--- src/rtl/prod_pkg.sv ---
// prod_pkg: shared types, widths and constants for the probe ring
// displacement unit; used by every module under rtl
package prod_pkg;

    // sample and field widths
    localparam int SAMPLE_WIDTH = 16;
    localparam int PROBE_COUNT  = 8;
    localparam int TIME_W       = 32;
    localparam int OUT_W        = 24;
    localparam int CFG_W        = 16;
    localparam int CFG_IDX_W    = 2;

    // datapath widths and shifts, most widths derived from the sample width
    localparam int X0_W      = SAMPLE_WIDTH + 3;
    localparam int DIFF_W    = SAMPLE_WIDTH + 1;
    localparam int SUM4_W    = SAMPLE_WIDTH + 3;
    localparam int RE_W      = SAMPLE_WIDTH + 20;
    localparam int NUM_W     = SAMPLE_WIDTH + 36;
    localparam int NMAG_W    = NUM_W - 1;
    localparam int SPLIT_W   = 25;
    localparam int PLO_W     = CFG_W + SPLIT_W;
    localparam int PHI_W     = CFG_W + NMAG_W - SPLIT_W;
    localparam int PROD_W    = SAMPLE_WIDTH + 52;
    localparam int FRAC_SH   = 31;
    localparam int HALF_SH   = 30;
    localparam int T_W       = PROD_W - FRAC_SH;
    localparam int DMAG_W    = SAMPLE_WIDTH + 3;
    localparam int QUOT_W    = 25;

    // queue between front and back
    localparam int Q_DEPTH = 4;
    localparam int Q_PTR_W = 2;

    // sqrt(2)/2 in Q16
    localparam logic signed [17:0] HALF_SQRT2_Q16 = 18'sd46341;

    // saturation limits
    localparam logic [QUOT_W-1:0] POS_LIMIT = QUOT_W'(8388607);
    localparam logic [QUOT_W-1:0] NEG_LIMIT = QUOT_W'(8388608);

    // register indexes
    localparam logic [CFG_IDX_W-1:0] CFG_RADIUS = 2'd0;
    localparam logic [CFG_IDX_W-1:0] CFG_COS    = 2'd1;
    localparam logic [CFG_IDX_W-1:0] CFG_SIN    = 2'd2;

    // register reset values
    localparam logic [CFG_W-1:0] RADIUS_RST = 16'd2581;
    localparam logic [CFG_W-1:0] COS_RST    = 16'd30274;
    localparam logic [CFG_W-1:0] SIN_RST    = 16'd12540;

    typedef struct packed {
        logic [TIME_W-1:0]              time_stamp;
        logic signed [SAMPLE_WIDTH-1:0] probe_a0;
        logic signed [SAMPLE_WIDTH-1:0] probe_a45;
        logic signed [SAMPLE_WIDTH-1:0] probe_a90;
        logic signed [SAMPLE_WIDTH-1:0] probe_a135;
        logic signed [SAMPLE_WIDTH-1:0] probe_a180;
        logic signed [SAMPLE_WIDTH-1:0] probe_a225;
        logic signed [SAMPLE_WIDTH-1:0] probe_a270;
        logic signed [SAMPLE_WIDTH-1:0] probe_a315;
    } t_in_item;

    typedef struct packed {
        logic [TIME_W-1:0]       time_out;
        logic signed [OUT_W-1:0] x_disp;
        logic signed [OUT_W-1:0] y_disp;
        logic                    dc_zero;
    } t_out_item;

    typedef struct packed {
        logic [CFG_W-1:0]        radius;
        logic signed [CFG_W-1:0] cos_q15;
        logic signed [CFG_W-1:0] sin_q15;
    } t_cfg;

    // one row ready for division
    typedef struct packed {
        logic [TIME_W-1:0] time_stamp;
        logic [T_W-1:0]    tx;
        logic [T_W-1:0]    ty;
        logic [DMAG_W-1:0] dmag;
        logic              negx;
        logic              negy;
        logic              dc_zero;
    } t_work;

endpackage

--- src/rtl/prod_queue.sv ---
// prod_queue: small fifo of rows between front and back
// depends on prod_pkg
module prod_queue import prod_pkg::*; (
    input  logic  i_clk,
    input  logic  i_rst_n,
    input  logic  i_push,
    input  t_work i_work,
    output logic  o_full,
    input  logic  i_pop,
    output logic  o_empty,
    output t_work o_work
);

    t_work              r_mem [0:Q_DEPTH-1];
    logic [Q_PTR_W-1:0] r_wp, r_rp;
    logic [Q_PTR_W:0]   r_cnt;

    assign o_full  = (r_cnt == (Q_PTR_W+1)'(Q_DEPTH));
    assign o_empty = (r_cnt == '0);
    assign o_work  = r_mem[r_rp];

    // pointers and fill count
    always_ff @(posedge i_clk) begin
        if (!i_rst_n) begin
            r_wp  <= '0;
            r_rp  <= '0;
            r_cnt <= '0;
        end else begin
            if (i_push) begin
                r_wp <= r_wp + 1'b1;
            end
            if (i_pop) begin
                r_rp <= r_rp + 1'b1;
            end
            if (i_push && !i_pop) begin
                r_cnt <= r_cnt + 1'b1;
            end else if (i_pop && !i_push) begin
                r_cnt <= r_cnt - 1'b1;
            end
        end
    end

    // entry storage
    always_ff @(posedge i_clk) begin
        if (i_push) begin
            r_mem[r_wp] <= i_work;
        end
    end

endmodule

--- config.mk ---
export PLATFORM = sky130hd
export DESIGN_NAME = prod_queue
export DESIGN_NICKNAME = d
export VERILOG_FILES = /design/src/rtl/prod_pkg.sv /design/src/rtl/prod_queue.sv
export SDC_FILE = /design/constraint.sdc
export NUM_CORES = 1
export LEC_CHECK = 0
export ABC_AREA = 1
export BUFFER_PORTS_ARGS = -buffer_cell sky130_fd_sc_hd__buf_2
export CAP_MARGIN = 20
export CORE_MARGIN = 2
export CORE_UTILIZATION = 33
export CTS_CLUSTER_SIZE = 16
export DETAILED_ROUTE_END_ITERATION = 10
export GPL_TIMING_DRIVEN = 0
export SYNTH_ARGS = -nofsm -noshare
export SYNTH_HDL_FRONTEND = slang
export SYNTH_SLANG_ARGS = --single-unit
--- constraint.sdc ---
create_clock -name i_clk -period 5.1 [get_ports i_clk]
set_input_delay 0.51 -clock i_clk [delete_from_list [all_inputs] [get_ports i_clk]]
set_output_delay 0.51 -clock i_clk [all_outputs]
set_load 0.02 [all_outputs]
==> impl_metrics.env, run 1 <==
export IMPL_die_area_sq_um=61900
export IMPL_yosys_most_used_dff="edfxtp_1"
export IMPL_die_height_microns=249
export IMPL_synth_nets=1434
export IMPL_drc=0
export IMPL_cts_made_buffers=55
export IMPL_p_seq_share_pct=49.3
export IMPL_post_cts_setup_buffers=0
export IMPL_ys_seq_area_share_pct=78.7
export IMPL_port_buffers=261
export IMPL_rr_startpoint="r_wp[0]$_SDFFE_PN0P_"
export IMPL_finalCritPeriodShare_pct=61.4
export IMPL_synth_common_cells="edfxtp_1 (512), nor2_1 (231), o21ai_0 (146), o21ai_1 (116), o22ai_1 (88)"
export IMPL_grt_pass1_wl_mm=76.2
export IMPL_tightest_slew_ns=0.640
export IMPL_fp_coreArea_sq_um=59100
export IMPL_hold_class="input port to flip-flop"
export IMPL_grt_overflow_total=0
export IMPL_skew_ns=0.0121
export IMPL_fin_cells=2439
export IMPL_final_util_pct=40.6
export IMPL_arrival_ns=2.62
export IMPL_yosysWarnings=0
export IMPL_drive_gt1_share_pct=28.1
export IMPL_root_buffer="clkbuf_16"
export IMPL_crit_path_end="o_work[58]"
export IMPL_yosysTopAreaCell="edfxtp_1"
export IMPL_rows=89
export IMPL_pwr_density_cell_nw_per_um2=418
export IMPL_max_slew_margin_pct=57.3
export IMPL_postSynth_asyncResetShare_pct=0
export IMPL_pwr_share_comb_pct=10.9
export IMPL_synthCells=1296
export IMPL_ys_ff_latch=521
export IMPL_worstPathRequired_ns=4.59
export IMPL_hold_violations=0
export IMPL_worstSkewPairLatency_ns=0.58
export IMPL_period_needed_ns=3.13
export IMPL_start_kind="flip-flop"
export IMPL_cts_num_sinks=521
export IMPL_cts_max_path_buffers=3
export IMPL_drt_iter0_markers=776
export IMPL_crit_type="flip-flop to primary output"
export IMPL_leakagePower_nw=8.29
export IMPL_n_fill_cell=5385
export IMPL_worstSetupEndpointType="primary output"
export IMPL_die_w_microns=249
export IMPL_gr_usage_met1_pct=20.7
export IMPL_swShare_pct=24.1
export IMPL_synth_top_area_share_pct=77.8
export IMPL_start_util_pct=33.4
export IMPL_cts_hold_buf=0
export IMPL_hpwlAfterDp_mm=30.7
export IMPL_grt_antenna_before_repair=10
export IMPL_synth_edff_count=512
export IMPL_vias_per_cell=4.89
export IMPL_top_usage_layer="met2"
export IMPL_use_met2_pct=27.4
export IMPL_grt_pass1_vias=12200
export IMPL_crit_fanout=10
export IMPL_synth_most_common_cell="edfxtp_1"
export IMPL_wl_per_cell_microns=20.9
export IMPL_ys_top_cells_by_area="edfxtp_1 (78%), nor2_1 (4.4%), o21ai_0 (3.7%)"
export IMPL_cts_resized=0
export IMPL_irDropWorstVdd_uv=280
export IMPL_synth_avg_cell_area_sq_um=15.3
export IMPL_drt_pass1_iter_count=5
export IMPL_syn_area_sq_um=19800
export IMPL_cts_tree="yes"
export IMPL_p_int_w=0.00760
export IMPL_worst_r2r_path_depth=5
export IMPL_routed_wl_mm=51.0
export IMPL_maxCapViolCount=0
export IMPL_syn_to_final_growth_pct=21.4
export IMPL_rsz0062_at_grt="false"
export IMPL_drtAntennaViolNets=0
export IMPL_power_w=0.0100
export IMPL_path_clk_slew_ns=0.06
export IMPL_place_gp_congestion=0.769
export IMPL_use_met3_pct=4.39
export IMPL_grt_max_degree=83
export IMPL_num_nets_final=1756
export IMPL_max_freq_mhz=319
export IMPL_r2r_slack_ns=3.05
export IMPL_finalMaxSlewViolations=0
export IMPL_status="finished clean"
export IMPL_track_usage_pct=16.2
export IMPL_ios=262
export IMPL_power_frac_clock_pct=39.8
export IMPL_reg2reg_to="r_mem[0][57]$_DFFE_PP_"
export IMPL_place_inst=2334
export IMPL_final_setup_viol_count=0
export IMPL_vias=11900
export IMPL_power_switching_w=0.00242
export IMPL_ys_types=25
export IMPL_h_tree_depth=2
## per-stage QoR
step,area [sq um],hold WS [ns],worst slack [ns],TNS (ns)
detailed placement,22200,0.452,2.51,0
CTS,24000,0.0876,1.84,0
floorplan,19800,0.418,1.57,0
finish,24000,0.130,1.97,0
global placement,22000,0.438,-0.950,-447.98
global route,24000,0.0983,1.79,0
## power by group through the flow
stage / combinational [W] / sequential [W] / clock [W]
finish: 0.00110 / 0.00494 / 0.00399
global route: 0.00120 / 0.00495 / 0.00425
CTS: 0.00112 / 0.00494 / 0.00408
detailed placement: 0.00112 / 0.00503 / 0
global placement: 0.00109 / 0.00506 / 0
floorplan: 0.000637 / 0.00504 / 0
## flip-flops by register name, summed over array words and instances, names as in the netlist, named ones only
signal and cells:
r_rp 2, r_wp 2, r_mem 512, r_cnt 3
## placed cells by master (no fill, tap or decap), types with 9 or more instances in the layout
cell,count
edfxtp_1,512
o21ai_0,146
buf_6,17
nor2_2,30
clkbuf_1,49
o22ai_1,88
clkbuf_16,57
o22ai_2,40
inv_1,10
nor2_1,231
buf_4,9
buf_2,277
o21ai_1,116
dfxtp_1,9
nand2_1,9
## how the worst min path moves through the flow
stage | start | endpoint | slack [ns] | cells past startpoint
finish | i_work[22] | r_mem[1][22]$_DFFE_PP_ | 0.13 | 1
global route | i_work[107] | r_mem[1][107]$_DFFE_PP_ | 0.1 | 1
CTS | i_work[107] | r_mem[2][107]$_DFFE_PP_ | 0.09 | 1
detailed placement | r_rp[1]$_SDFFE_PN0P_ | flip-flop | 0.45 | 1
global placement | r_rp[1]$_SDFFE_PN0P_ | r_rp[1]$_SDFFE_PN0P_ | 0.44 | 1
floorplan | r_rp[1]$_SDFFE_PN0P_ | flip-flop | 0.42 | 1
## logic make-up (layout without fill, tap and decap cells)
logic type	count (synthesis)	in the layout	share of synthesized area [%]
other cells	0	5	0
simple gates	274	274	5.61
flops	521	521	78.7
compound gates	394	394	12.1
buf+inv	101	466	3.23
fa+ha+maj	6	6	0.418
## final cells by class
cell class	instances	area [sq um]	share of cell area [%]
Clock inverter	27	297	1.24
Antenna cell	5	12.5	0.0521
Inverter	17	96.3	0.401
Multi-Input combinational cell	674	3570	14.9
Timing Repair Buffer	265	1420	5.90
Clock buffer	73	1510	6.28
Buffer	84	573	2.39
Sequential cell	521	15600	64.8
Tap cell	773	967	4.03
## worst max-delay path, cell delays in order, from the launching register on
cell and delay (ns):
dfxtp_1 0.52, buf_6 0.27, clkbuf_1 0.52, o21ai_0 0.20
o22ai_1 0.29, buf_2 0.23
## routing by layer
metal / part of all wire, % / wire length [microns]
met1: 42 / 21500
met2: 49 / 25100
met5: 0.22 / 114
met3: 6.8 / 3500
met4: 1.7 / 876
Power figures use the tool's default switching activity.
==> inputs of run 2 (changes only) <==
- ABC_AREA: 1 -> 0
- clock period: 5.1 -> 3.1 ns (I/O delays scaled with it)
==> impl_metrics.env, run 2 <==
export IMPL_status="finished clean"
export IMPL_largest_registers="r_mem x512, r_cnt x3"
export IMPL_pwr_share_comb_pct=11.5
export IMPL_cts_num_sinks=521
export IMPL_post_place_ws_ns=0.464
export IMPL_drtAntennaViolNets=0
export IMPL_pwr_density_cell_nw_per_um2=677
export IMPL_start_util_pct=33.5
export IMPL_final_util_pct=43.4
export IMPL_crit_fanout=10
export IMPL_p_int_w=0.0129
export IMPL_drive_gt1_share_pct=42.1
export IMPL_hpwlAfterDp_mm=23.7
export IMPL_vias=8982
export IMPL_insertedDiodeCount=0
export IMPL_worstSetupEndpointType="primary output"
export IMPL_mostFrequentLayoutCells="edfxtp_1 (512), buf_2 (274), dlygate4sd3_1 (129), mux4_2 (128), clkbuf_16 (58)"
export IMPL_worstPathRequired_ns=2.79
export IMPL_port_buffers=261
export IMPL_grt_overflow_total=0
export IMPL_ys_ff_latch=521
export IMPL_cts_max_path_buffers=3
export IMPL_crit_type="flip-flop to primary output"
export IMPL_synth_edff_count=512
export IMPL_rsz0062_at_grt="false"
export IMPL_die_w_microns=244
export IMPL_finalCritPeriodShare_pct=86.7
export IMPL_reg2reg_to="r_mem[3][89]$_DFFE_PP_"
export IMPL_final_common_cell="edfxtp_1"
export IMPL_ios=262
export IMPL_root_buffer="clkbuf_16"
export IMPL_gr_usage_met1_pct=16.3
export IMPL_syn_to_final_growth_pct=29.5
export IMPL_hold_class="input port to flip-flop"
export IMPL_synth_nets=849
export IMPL_max_slew_margin_pct=42.4
export IMPL_synth_top_area_share_pct=80.8
export IMPL_fp_coreArea_sq_um=56700
export IMPL_largest_reg_flops=512
export IMPL_period_needed_ns=2.69
export IMPL_rr_startpoint="r_wp[0]$_SDFFE_PN0P_"
export IMPL_power_switching_w=0.00375
export IMPL_ys_types=21
export IMPL_leakagePower_nw=8.36
export IMPL_min_from="i_pop"
export IMPL_use_met3_pct=3.75
export IMPL_cts_tree="yes"
export IMPL_postSynth_asyncResetShare_pct=0
export IMPL_vias_per_cell=4.57
export IMPL_synth_avg_cell_area_sq_um=26.7
export IMPL_worstSkewPairLatency_ns=0.59
export IMPL_r2r_slack_ns=0.83
export IMPL_holdPathStages=3
export IMPL_tns_ns=0
export IMPL_die_area_sq_um=59600
export IMPL_grt_antenna_before_repair=3
export IMPL_top_usage_layer="met2"
export IMPL_grt_pass1_vias=9898
export IMPL_hold_slack_ns=0.102
export IMPL_arrival_ns=2.38
export IMPL_yosys_most_used_dff="edfxtp_1"
export IMPL_maxCapViolCount=0
export IMPL_synthCells=711
export IMPL_power_frac_clock_pct=39.5
export IMPL_syn_area_sq_um=19000
export IMPL_drt_iter0_markers=471
export IMPL_rows=87
export IMPL_use_met2_pct=22.6
export IMPL_h_tree_depth=2
export IMPL_synth_most_common_cell="edfxtp_1"
export IMPL_worst_r2r_path_depth=4
export IMPL_wl_per_cell_microns=20.0
export IMPL_num_nets_final=1303
export IMPL_drt_pass1_iter_count=4
export IMPL_ys_seq_area_share_pct=81.8
export IMPL_place_gp_congestion=0.660
export IMPL_max_freq_mhz=372
export IMPL_hold_violations=0
export IMPL_drc=0
export IMPL_grt_pass1_wl_mm=58.9
export IMPL_power_w=0.0167
export IMPL_irDropWorstVdd_uv=491
export IMPL_start_kind="flip-flop"
export IMPL_fin_ws_ns=0.413
export IMPL_synth_common_cells="edfxtp_1 (512), mux4_2 (128), buf_2 (13), buf_12 (10)"
export IMPL_skew_ns=0.0215
export IMPL_ys_top_cells_by_area="edfxtp_1 (81%), mux4_2 (15%), buf_12 (1.1%)"
export IMPL_p_seq_share_pct=48.9
export IMPL_yosysWarnings=0
export IMPL_yosysTopAreaCell="edfxtp_1"
export IMPL_track_usage_pct=13.2
export IMPL_finalMaxSlewViolations=0
export IMPL_largest_register="r_mem"
export IMPL_die_height_microns=244
export IMPL_swShare_pct=22.5
export IMPL_grt_max_degree=52
export IMPL_routed_wl_mm=39.2
export IMPL_path_clk_slew_ns=0.06
export IMPL_final_setup_viol_count=0
export IMPL_cts_made_buffers=54
export IMPL_tightest_slew_ns=0.863
[run 2: how the worst max path moves through the flow]
stage / endpoint / slack, ns
after detailed placement: o_work[7] / 0.46
after CTS: o_work[7] / 0.25
after global placement: r_mem[2][91]$_DFFE_PP_ / -0.94
after floorplan: r_mem[2][0]$_DFFE_PP_ / 0.54
after global routing: o_work[7] / 0.25
final: o_work[7] / 0.41
[run 2: what timing repair did]
action | in CTS | in global routing
resized for setup | 1 | 0
setup endpoints to repair | 89 | 0
hold buffers | 129 | 0
hold endpoints to repair | 519 | 0
buffers inserted | 0 | 0
[run 2: power groups by stage]
stage                     logic [W]  clock network, W  registers (W)
after floorplan             0.00113                 0        0.00831
after global placement      0.00178                 0        0.00834
after detailed placement    0.00184                 0        0.00832
after CTS                   0.00198           0.00681        0.00817
after global routing        0.00207           0.00707        0.00819
final                       0.00192           0.00659        0.00816
[run 2: per-stage QoR]
stage                     instances  area [sq um]
after floorplan                 711         19000
after global placement         1728         21300
after detailed placement       1736         21500
after CTS                      1966         24600
after global routing           1966         24600
final                          1966         24600
[run 2: kinds of logic (layout without fill, tap and decap cells)]
| kind of cell | Yosys count | in the layout | share of synthesized area (%) |
|---|---|---|---|
| and+or+nand+nor | 15 | 15 | 0.480 |
| AOI/OAI and AO/OA | 2 | 2 | 0.0658 |
| buffers and inverters | 32 | 531 | 1.73 |
| adders and majority gates | 6 | 6 | 0.434 |
| DFF | 521 | 521 | 81.8 |
| muxes | 130 | 130 | 15.3 |
| xor gates and xnor gates | 5 | 5 | 0.230 |
[run 2: layout make-up]
| type | instances | area, sq um |
|---|---|---|
| well taps | 756 | 946 |
| plain buffers | 28 | 315 |
| flip-flops and latches | 521 | 15600 |
| clock inverters | 32 | 335 |
| repair buffers | 398 | 2820 |
| clock buffers | 69 | 1500 |
| inverters | 4 | 15.0 |
| multi-input cells | 158 | 3140 |
| fillers | 4837 | 32100 |
[run 2: layer usage]
metal  vias to the layer above  wire length, microns
li1                       3997                     -
met1                      4688                 16100
met2                       229                 19700
met3                        62                  2580
met4                         6                   750
met5                         -                    40
[run 2: critical path: stages (launching register included)]
cell      delay [ns]
dfxtp_1         0.32
clkbuf_2        0.41
buf_2           0.45
mux4_2          0.42
buf_2           0.19
